===== src/design/mbd_pkg.sv =====
// Shared types, constants and helpers for the multi-button debouncer.
// No dependencies; imported by every module of the block.
package mbd_pkg;

    localparam int NUM_BUTTONS_DEF = 8;
    localparam int LEVEL_BITS      = 8;
    localparam int TH_W            = 15;
    localparam int CNT_W           = 16;
    localparam int TIME_W          = 32;
    localparam int IDX_FIELD_W     = 8;
    localparam int S_DATA_W        = 48;
    localparam int M_DATA_W        = 72;

    localparam logic [TH_W-1:0] PRESS_TH_RST = 15'd20;
    localparam logic [TH_W-1:0] HOLD_TH_RST  = 15'd1000;

    typedef enum logic [1:0] {
        EV_NONE    = 2'd0,
        EV_PRESS   = 2'd1,
        EV_HOLD    = 2'd2,
        EV_RELEASE = 2'd3
    } event_t;

    typedef enum logic {
        REG_PRESS_TH = 1'b0,
        REG_HOLD_TH  = 1'b1
    } cfg_reg_t;

    typedef enum logic {
        REQ_TICK = 1'b0,
        REQ_READ = 1'b1
    } req_t;

    typedef struct packed {
        event_t              ev;
        logic [TIME_W-1:0]   chg_time;
        logic                act;
    } lane_stat_t;

    function automatic logic signed [CNT_W-1:0] sat16(input logic signed [CNT_W+1:0] v);
        logic signed [CNT_W-1:0] r;
        if (v > 18'sd32767)
            r = 16'sh7FFF;
        else if (v < -18'sd32768)
            r = 16'sh8000;
        else
            r = v[CNT_W-1:0];
        return r;
    endfunction

endpackage


===== src/design/mbd_lane.sv =====
// One button's debounce core: event state, saturating counter, change time.
// Depends on mbd_pkg.
module mbd_lane
    import mbd_pkg::*;
(
    input  logic                clk,
    input  logic                rst_n,
    input  logic                tick_en,
    input  logic                read_clr,
    input  logic                pressed,
    input  logic [CNT_W-1:0]    d,
    input  logic [TIME_W-1:0]   now,
    input  logic [TH_W-1:0]     press_th,
    input  logic [TH_W-1:0]     hold_th,
    output lane_stat_t          stat
);

    event_t                   ev_reg, ev_next;
    logic signed [CNT_W-1:0]  cnt_reg, cnt_next;
    logic [TIME_W-1:0]        chg_reg, chg_next;
    logic signed [CNT_W+1:0]  sum, diff;
    logic signed [CNT_W-1:0]  pth, hth;
    logic                     act;

    assign pth  = signed'({1'b0, press_th});
    assign hth  = signed'({1'b0, hold_th});
    assign sum  = {{2{cnt_reg[CNT_W-1]}}, cnt_reg} + signed'({2'b00, d});
    assign diff = {{2{cnt_reg[CNT_W-1]}}, cnt_reg} - signed'({2'b00, d});

    always_comb
    begin
        ev_next  = ev_reg;
        cnt_next = cnt_reg;
        chg_next = chg_reg;
        if (tick_en)
        begin
            if (pressed)
            begin
                if (ev_reg == EV_NONE || ev_reg == EV_RELEASE)
                begin
                    cnt_next = sat16(sum);
                    if (cnt_next > pth)
                        ev_next = EV_PRESS;
                end
                else if (ev_reg == EV_PRESS)
                begin
                    cnt_next = sat16(sum);
                    if (cnt_next > hth)
                        ev_next = EV_HOLD;
                end
            end
            else if (ev_reg == EV_PRESS || ev_reg == EV_HOLD)
            begin
                if (cnt_reg > pth)
                    cnt_next = pth;
                else
                begin
                    cnt_next = sat16(diff);
                    if (cnt_next < 0)
                        ev_next = EV_RELEASE;
                end
            end
        end
        else if (read_clr && ev_reg == EV_RELEASE)
            ev_next = EV_NONE;
        act = tick_en && (ev_next != ev_reg || ev_reg == EV_HOLD);
        if (act)
            chg_next = now;
    end

    always_ff @(posedge clk or negedge rst_n)
    begin
        if (!rst_n)
        begin
            ev_reg  <= EV_NONE;
            cnt_reg <= '0;
            chg_reg <= '0;
        end
        else
        begin
            ev_reg  <= ev_next;
            cnt_reg <= cnt_next;
            chg_reg <= chg_next;
        end
    end

    assign stat.ev       = ev_reg;
    assign stat.chg_time = chg_reg;
    assign stat.act      = act;

    // hold is only reached from press
    a_hold_from_press: assert property (@(posedge clk) disable iff (!rst_n)
        ev_reg != EV_HOLD ##1 ev_reg == EV_HOLD |-> $past(ev_reg) == EV_PRESS)
        else $error("hold entered from a state other than press");

    // release only follows press or hold
    a_release_src: assert property (@(posedge clk) disable iff (!rst_n)
        ev_reg != EV_RELEASE ##1 ev_reg == EV_RELEASE |->
            ($past(ev_reg) == EV_PRESS || $past(ev_reg) == EV_HOLD))
        else $error("release entered from none");

    // a read of a released button clears it
    a_read_clears: assert property (@(posedge clk) disable iff (!rst_n)
        read_clr && !tick_en && ev_reg == EV_RELEASE |=> ev_reg == EV_NONE)
        else $error("released button not cleared by read");

endmodule


===== src/design/mbd_merge.sv =====
// Combines lane results: activity OR, read select, activity time, output word.
// Depends on mbd_pkg.
module mbd_merge
    import mbd_pkg::*;
#(
    parameter int NUM_BUTTONS = NUM_BUTTONS_DEF
)
(
    input  logic                  clk,
    input  logic                  rst_n,
    input  logic                  accept,
    input  logic                  is_read,
    input  logic [IDX_FIELD_W-1:0] key_index,
    input  logic [TIME_W-1:0]     now,
    input  lane_stat_t            stat [NUM_BUTTONS],
    output logic                  in_ready,
    output logic                  m_tvalid,
    input  logic                  m_tready,
    output logic [M_DATA_W-1:0]   m_tdata
);

    localparam int SEL_W = (NUM_BUTTONS > 1) ? $clog2(NUM_BUTTONS) : 1;

    logic                 valid_reg, valid_next;
    logic [M_DATA_W-1:0]  data_reg, data_next;
    logic [TIME_W-1:0]    act_time_reg, act_time_next;
    logic                 act_any;
    logic                 in_range;
    lane_stat_t           sel;
    event_t               code;
    logic [TIME_W-1:0]    etime;

    always_comb
    begin
        act_any = 1'b0;
        for (int i = 0; i < NUM_BUTTONS; i++)
            act_any = act_any | stat[i].act;
    end

    assign in_range = key_index < IDX_FIELD_W'(NUM_BUTTONS);
    assign sel      = stat[key_index[SEL_W-1:0]];

    always_comb
    begin
        code  = EV_NONE;
        etime = '0;
        if (is_read && in_range)
        begin
            code  = sel.ev;
            etime = sel.chg_time;
        end
    end

    assign act_time_next = (accept && act_any) ? now : act_time_reg;
    assign in_ready      = !valid_reg || m_tready;

    always_comb
    begin
        valid_next = valid_reg;
        data_next  = data_reg;
        if (accept)
        begin
            valid_next = 1'b1;
            data_next  = {5'd0, act_time_next, act_any, etime, code};
        end
        else if (m_tready)
            valid_next = 1'b0;
    end

    always_ff @(posedge clk or negedge rst_n)
    begin
        if (!rst_n)
        begin
            valid_reg    <= 1'b0;
            act_time_reg <= '0;
        end
        else
        begin
            valid_reg    <= valid_next;
            act_time_reg <= act_time_next;
        end
    end

    always_ff @(posedge clk)
    begin
        data_reg <= data_next;
    end

    assign m_tvalid = valid_reg;
    assign m_tdata  = data_reg;

    a_act_time: assert property (@(posedge clk) disable iff (!rst_n)
        accept && act_any |=> act_time_reg == $past(now))
        else $error("activity time not refreshed");

    a_read_no_act: assert property (@(posedge clk) disable iff (!rst_n)
        accept && is_read |=> m_tdata[TIME_W+2] == 1'b0)
        else $error("activity flagged on a read");

    a_tick_no_code: assert property (@(posedge clk) disable iff (!rst_n)
        accept && !is_read |=> m_tdata[1:0] == EV_NONE)
        else $error("event code on a tick");

endmodule


===== src/design/multi_button_press_hold_debouncer.sv =====
// Channel  Dir  Payload
// s_*      in   tdata: now_ms[31:0], levels[39:32], key_index[47:40]; tuser: req_type
// m_*      out  tdata: event_code[1:0], event_time[33:2], activity[34], last_activity_time[66:35]
// cfg_*    in   index 0 press_threshold, 1 hold_threshold (15 bits)
//
// One word per cycle while s_tready is high; the result is registered and appears in the cycle after accept.
// On a tick with a new time, all buttons update in parallel lanes in the accept cycle.
// Reset clears all button state, tick and activity times; thresholds go to 20/1000.
// s_tready drops only while a result is held and m_tready is low.
// Top level of the debouncer; depends on mbd_pkg, mbd_lane, mbd_merge.
module multi_button_press_hold_debouncer
    import mbd_pkg::*;
#(
    parameter int NUM_BUTTONS = NUM_BUTTONS_DEF
)
(
    input  logic                 clk,
    input  logic                 rst_n,
    input  logic                 s_tvalid,
    output logic                 s_tready,
    input  logic [S_DATA_W-1:0]  s_tdata,   // now_ms, levels, key_index
    input  logic                 s_tuser,   // req_type
    output logic                 m_tvalid,
    input  logic                 m_tready,
    output logic [M_DATA_W-1:0]  m_tdata,   // event_code, event_time, activity, last_activity_time
    input  logic                 cfg_we,
    input  logic                 cfg_addr,
    input  logic [TH_W-1:0]      cfg_wdata
);

    logic [TH_W-1:0]        press_th_reg, hold_th_reg;
    logic [TIME_W-1:0]      prev_time_reg, prev_time_next;
    logic                   accept, is_read, tick_en;
    logic [TIME_W-1:0]      now;
    logic [LEVEL_BITS-1:0]  levels;
    logic [IDX_FIELD_W-1:0] key_index;
    logic [CNT_W-1:0]       d;
    logic [TIME_W-1:0]      tdiff;
    lane_stat_t             stat [NUM_BUTTONS];

    assign now       = s_tdata[TIME_W-1:0];
    assign levels    = s_tdata[TIME_W+LEVEL_BITS-1:TIME_W];
    assign key_index = s_tdata[TIME_W+LEVEL_BITS+IDX_FIELD_W-1:TIME_W+LEVEL_BITS];
    assign accept    = s_tvalid && s_tready;
    assign is_read   = s_tuser == REQ_READ;
    assign tick_en   = accept && !is_read && (now != prev_time_reg);
    assign tdiff     = now - prev_time_reg;
    assign d         = tdiff[CNT_W-1:0];
    assign prev_time_next = tick_en ? now : prev_time_reg;

    always_ff @(posedge clk or negedge rst_n)
    begin
        if (!rst_n)
        begin
            press_th_reg  <= PRESS_TH_RST;
            hold_th_reg   <= HOLD_TH_RST;
            prev_time_reg <= '0;
        end
        else
        begin
            prev_time_reg <= prev_time_next;
            if (cfg_we)
            begin
                unique case (cfg_reg_t'(cfg_addr))
                    REG_PRESS_TH: press_th_reg <= cfg_wdata;
                    REG_HOLD_TH:  hold_th_reg  <= cfg_wdata;
                    default:      ;
                endcase
            end
        end
    end

    for (genvar b = 0; b < NUM_BUTTONS; b++)
    begin : g_lane
        logic pressed;
        logic read_clr;

        if (b < LEVEL_BITS)
        begin : g_lvl
            assign pressed = levels[b];
        end
        else
        begin : g_nolvl
            assign pressed = 1'b0;
        end

        assign read_clr = accept && is_read && (key_index == IDX_FIELD_W'(b));

        mbd_lane u_lane (
            .clk      (clk),
            .rst_n    (rst_n),
            .tick_en  (tick_en),
            .read_clr (read_clr),
            .pressed  (pressed),
            .d        (d),
            .now      (now),
            .press_th (press_th_reg),
            .hold_th  (hold_th_reg),
            .stat     (stat[b])
        );
    end

    mbd_merge #(
        .NUM_BUTTONS (NUM_BUTTONS)
    ) u_merge (
        .clk       (clk),
        .rst_n     (rst_n),
        .accept    (accept),
        .is_read   (is_read),
        .key_index (key_index),
        .now       (now),
        .stat      (stat),
        .in_ready  (s_tready),
        .m_tvalid  (m_tvalid),
        .m_tready  (m_tready),
        .m_tdata   (m_tdata)
    );

endmodule


===== config.mk =====
export PLATFORM = sky130hd
export DESIGN_NAME = multi_button_press_hold_debouncer
export DESIGN_NICKNAME = d
export VERILOG_FILES = /design/src/design/mbd_pkg.sv /design/src/design/mbd_lane.sv /design/src/design/mbd_merge.sv /design/src/design/multi_button_press_hold_debouncer.sv
export SDC_FILE = /design/constraint.sdc
export NUM_CORES = 2
export LEC_CHECK = 0
export ABC_AREA = 1
export BUFFER_PORTS_ARGS = -buffer_cell sky130_fd_sc_hd__clkbuf_2
export CAP_MARGIN = 20
export CORE_ASPECT_RATIO = 1.75
export CORE_MARGIN = 10
export CORE_UTILIZATION = 61
export CTS_BUF_LIST = sky130_fd_sc_hd__clkbuf_2 sky130_fd_sc_hd__clkbuf_4 sky130_fd_sc_hd__clkbuf_8
export DETAILED_ROUTE_END_ITERATION = 7
export PLACE_DENSITY = 0.76
export RECOVER_POWER = 25
export REMOVE_ABC_BUFFERS = 1
export SYNTH_ARGS = -nofsm -noshare
export SYNTH_HDL_FRONTEND = slang
export SYNTH_HIERARCHICAL = 1
export SYNTH_SLANG_ARGS = --single-unit

===== constraint.sdc =====
create_clock -name clk -period 9.91 [get_ports clk]
set_clock_uncertainty 0.05 [all_clocks]
set_input_delay 0.991 -clock clk [delete_from_list [all_inputs] [get_ports clk]]
set_output_delay 0.991 -clock clk [all_outputs]
set_load 0.03 [all_outputs]

# Word-level counts from Yosys, hierarchy flattened
# Index checks and enable logic that the tools add are counted.
# totals
memories	0
ram_bits	0
wordCells	502
ff_bits	562
inputBits	70
mem_bits_ro	0
out_inout_bits	74
latch_bits	0
# classes
eq_ne	48
reduce_logical	85
n_addsub	17
shift	0
mux	246
div_mod_pow	0
order_cmp	66
mul	0
n_bitwise	9
# op_table
cell	n
$mux W16	160
$gt A16 B16 Y1	24
$gt A18 B16 Y1 const B	16
$lt A18 B16 Y1 const B	16
$mux W2	80
$add A16 B17 Y18	8
$sub A16 B17 Y18	8
$lt A16 B1 Y1 const B	8
$bmux W35 S3	1
$mux W35	2
$eq A2 B2 Y1 const B	16
$eq A8 B3 Y1 const B	4
$mux W32	1
$ne A32 B32 Y1	1
$logic_and A1 B1 Y1	30
$logic_or A1 B1 Y1	25
$ne A3 B1 Y1 const B	8
$reduce_and A3 Y1	8
$reduce_bool A2 Y1	9
$eq A2 B1 Y1 const B	8
$eq A8 B2 Y1 const B	2
$logic_not A2 Y1	8
$ne A2 B2 Y1	8
$sub A16 B16 Y16	1
10 further kinds	19

# Depth between registers and ports, before layout
# depth
word_depth	27
ltp_mapped	60

# By module
# The synthesis kept the hierarchy.
# by_module_without_submodules
mod	cells_per_inst	n_inst	seq_area_each_um2	area_each_um2
mbd_lane at g_lane[1].u_lane ...	847	4	1251.2	5622.9
mbd_lane at g_lane[0].u_lane ...	837	2	1251.2	5591.6
mbd_merge	1128	1	2837.7	7075.5
mbd_lane at g_lane[4].u_lane	823	1	1251.2	5740.5
mbd_lane at g_lane[2].u_lane	830	1	1251.2	5566.6
multi_button_press_hold_debouncer	520	1	1561.5	3699.8

# Least setup slack after synthesis
# Ideal clock, no wire load.
# synth_path
kind	input -> register
from	input port s_tdata[0]
to	register u_merge.data_reg[37], in the netlist u_merge/m_tdata[37], data pin
path_buffers	5
arrival_ps	7249
path_slack_ps	2354
path_stages	49
setup_time_ps	257
path_cell_list	inv_1 ha_1 fa_1 o21ai_1 nand2_1 nand2_1 xor2_1 inv_1 ha_1 buf_4 nor2_2 nand2_1 inv_1 nand2_1 nand2_1 nor2_2 o21bai_1 a21oi_2 (+13 left out) nand2_1 nand2_1 nand3_2 nand2_1 nand2_1 nand3_2 nand3_1 nand3_1 nand2_2 o21ai_4 buf_6 inv_1 buf_4 nor2_1 nand4_1 clkbuf_1 nand3_1 nand2_1
# synth_lines
element	line	text
start: declaration	multi_button_press_hold_debouncer.sv:21	input logic [S_DATA_W-1:0] s_tdata,
$sub A16 B16 Y16 (*)	multi_button_press_hold_debouncer.sv:47	assign tdiff = now - prev_time_reg;
named net tdiff[6]	multi_button_press_hold_debouncer.sv:38	logic [TIME_W-1:0] tdiff;
$sub A16 B17 Y18 / $add A16 B17 Y18 (equally long branches)	mbd_lane.sv:28, mbd_lane.sv:27	
$lt A18 B16 Y1	mbd_pkg.sv:44	else if (v < -18'sd32768)
$mux W16	mbd_pkg.sv:44	
$mux W16	mbd_pkg.sv:42	if (v > 18'sd32767)
$mux W16, on equally long branches	mbd_lane.sv:54, mbd_lane.sv:45	
$mux W16, on equally long branches	mbd_lane.sv:52, mbd_lane.sv:39	
(+8 left out)	--	
$ne A2 B2 Y1 (*)	mbd_lane.sv:66	act = tick_en && (ev_next != ev_reg || ev_reg == EV_HOLD);
$logic_or A1 B1 Y1 (*)	mbd_lane.sv:66	
$logic_and A1 B1 Y1 (*)	mbd_lane.sv:66	
named net g_lane[2].u_lane.act	mbd_lane.sv:23	logic act;
$or A1 B1 Y1 (*) (6 in series)	mbd_merge.sv:37	act_any = act_any | stat[i].act;
$logic_and A1 B1 Y1 (*)	mbd_merge.sv:54	assign act_time_next = (accept && act_any) ? now : act_time_reg;
$mux W32 (*)	mbd_merge.sv:54	
named net u_merge.act_time_next[2]	mbd_merge.sv:26	logic [TIME_W-1:0] act_time_reg, act_time_next;
end signal: assignment	mbd_merge.sv:86	data_reg <= data_next;
end: declaration	mbd_merge.sv:25	logic [M_DATA_W-1:0] data_reg, data_next;
# Mark *: on every way through the listed nets, which the timed path passes. The rest lies on a longest branch. The select of a mux whose other input is x is not followed.
# A chain may end at the register's enable or synchronous reset.

==> results.md <==
- Vias in the first global route: 55855
- Ys flop type: dfrtp_1
- DR pass1 iterations: 6
- Setup slack, reg-to-reg: 1.21 ns
- FP Rows: 146
- Top Ports: 144
- Setup TNS: 0 ns
- Sequential cell area: 14400 µm²
- CTS tree: done
- Synth-to-Final Area Change: 5.56%
- WHS Path Cells: 3
- Worst Path Class, Setup: in -> reg
- Routed wire length: 199 mm
- Initial core utilization: 61.5%
- Critical register-to-register path startpoint: prev_time_reg[0]$_DFFE_PN0P_
- Syn avg cell area: 6.67 µm²
- Die span in y: 420 µm
- Critical Path AT: 9.34 ns
- Final setup vio count: 0
- Hold_sp: cfg_wdata[9]
- Slew Limit Fails: 236
- Setup crit start kind: primary input
- Peak fanout along the critical path: 34
- Crit Reg-Reg Endpoint: u_merge/m_tdata[53]$_DFFE_PP_
- DRC Markers: 0
- Worst-Skew Late Latency: 0.81 ns
- Fmax: 115 MHz
- Total CTS buffers: 88
- Most frequent cell after synthesis: nand2_1
- Register bit count reported by yosys: 562
- Final HPWL from detailed placement: 143 mm
- Cell variety after synth: 62
- CTS sink cnt: 562
- Die Span X: 249 µm
- Total global routing overflow: 0
- Failing checks: capacitance limit, slew limit
- Clock Path Buffers: 3
- Core area: 90600 µm²
- Worst-Margin Slew: 6.21 ns
- Final Hold Fails: 0
- Worst r2r path cells: 49
- Initial antenna violation count: 7
- WL/cell: 20.7 µm
- HP Class: in -> reg
- Post-CTS Setup Bufs: 0
- Post-synth EDFFs: 67
- Tot GR Track Use: 37.0%
- Max-slew headroom: -314%
- DP Cell Count: 9458
- Hold endpoint: hold_th_reg[9]$_DFFE_PN1P_
- Layout cells sized above 1: 8.72%
- Synth area leaders: dfrtp_1 22%, nand2_1 18%, ha_1 15%
- Crit share post-route: 88.1%
- # fillers: 8647
- Post-CTS sizing: 0
- Register area share after synthesis: 25.8%
- Largest net degree at the start of global routing: 173
- Vias: 56571
- Critical path's most frequent cell: nand2_1
- # hold bufs at CTS: 0
- DIE AREA: 104000 µm²
- Tmin final: 8.73 ns
- Antenna Nets Post-Route: 0
- Maxcap violations: 4
- Layout Cells excl Fill: 9628
- First-pass GRT wire length: 305 mm
- RSZ-0062 raised after global routing: false
- Multi-input gate area: 34700 µm²
- Ys async rst share: 88.1%
- CTS H-tree depth: 3
- Min Hold Slack: 0.384 ns
- Crit-path max cell delay: 0.63 ns
- Status: finished with violations
- IO Port Bufs: 138
- Post-layout nets: 9115
- Post-Synthesis Cells: 8363
- Gp weighted congestion: 1.02
- DR iter-0 viols: 5362
- CP required: 10.51 ns
- Crit path capture type: register
- Post-synth top cells: 2740 x nand2_1, 1165 x inv_1, 878 x nand3_1, 663 x ha_1, 487 x dfrtp_1
- Synth Warn #: 6
- Clock-pin slew on the worst setup and hold paths: 0.06 ns
- Post-Syn Area: 55800 µm²
- Yosys top cell area share: 21.9%
- Top cell type by total area after synthesis: dfrtp_1
- Max stage delay cell, worst path: nand2_1
- Vias per inst: 5.88
- Number of flip-flops under the largest register name: 256
- CTS root buffer: clkbuf_8
## placed cells by master (no fill, tap or decap), types with 9 or more instances in the layout
| cell type | n |
|---|---|
| a21boi_0 | 10 |
| a21o_1 | 41 |
| a21oi_1 | 388 |
| a21oi_2 | 31 |
| a31oi_1 | 50 |
| buf_4 | 80 |
| clkbuf_2 | 133 |
| clkbuf_4 | 40 |
| clkbuf_8 | 101 |
| clkinv_1 | 12 |
| clkinv_2 | 9 |
| dfrtp_1 | 487 |
| edfxtp_1 | 67 |
| fa_1 | 17 |
| ha_1 | 663 |
| inv_1 | 1164 |
| inv_2 | 83 |
| nand2_1 | 2739 |
| nand2_2 | 71 |
| nand2_4 | 15 |
| nand3_1 | 878 |
| nand3_2 | 20 |
| nand4_1 | 51 |
| nor2_1 | 378 |
| nor2_2 | 26 |
| nor2_4 | 12 |
| nor3_1 | 53 |
| nor3_2 | 15 |
| nor4_1 | 21 |
| o211ai_1 | 30 |
| o21a_1 | 19 |
| o21ai_0 | 281 |
| o21ai_1 | 83 |
| o21ai_2 | 14 |
| o21bai_1 | 18 |
| o22ai_1 | 9 |
| o31ai_1 | 18 |
| or2_2 | 15 |
| xor2_1 | 177 |
## cell type report
cell class	instances	share of cell area, %
multi-input cells	6225	59.0
flip-flops and latches	562	24.5
inverters	1261	8.06
clock buffers	141	2.87
well taps	1184	2.52
repair buffers	227	2.46
clock inverters	24	0.563
diodes	4	0.0170
## worst max-delay path, delay by kind of cell
family          cells  cell delay, ns
buf+inv             9            1.41
compound gates      5            1.18
simple gates       33            4.25
fa+ha+maj           4            1.43
## worst max path at each step
stage	start	endpoint	slack [ns]	depth (start not counted)
after floorplan	s_tdata[0]	u_merge/m_tdata[35]$_DFFE_PP_	0.84	49
after global placement	s_tdata[0]	u_merge/m_tdata[57]$_DFFE_PP_	0.50	44
after detailed placement	s_tdata[0]	u_merge/m_tdata[61]$_DFFE_PP_	0.45	45
after CTS	s_tdata[0]	u_merge/m_tdata[53]$_DFFE_PP_	1.27	45
after global routing	rst_n	g_lane[0].u_lane/cnt_reg[9]$_DFFE_PN0P_	0.49	3
final	s_tdata[0]	u_merge/m_tdata[53]$_DFFE_PP_	1.18	51
## metal layers
metal / part of all wire (%) / global-route usage (%)
met1: 34 / 37.8
met2: 47 / 63.4
met3: 8.2 / 7.76
met4: 10 / 33.4
met5: 0.030 / 0
## through the flow
step                utilization [%]  setup WS (ns)  area [µm²]
global route                   65.0          0.486       58900
detailed placement             62.7          0.445       56800
global placement               62.7          0.496       56800
CTS                            65.0           1.27       58900
floorplan                         -          0.844       53800
finish                         65.0           1.18       58900
## logic make-up (layout without fill, tap and decap cells)
kind of cell | Yosys count | count (layout) | share of synthesized area (%)
and+or+nand+nor | 4314 | 4314 | 32.9
xor gates and xnor gates | 191 | 191 | 3.03
adders and majority gates | 680 | 680 | 15.5
AOI/OAI and AO/OA | 1035 | 1035 | 10.7
buffers and inverters | 1580 | 1653 | 12.0
other | 1 | 9 | 0.00673
DFF | 562 | 562 | 25.8
Power is not shown: default switching activity piles up to over one toggle a cycle in this logic, so the estimate is an artifact.
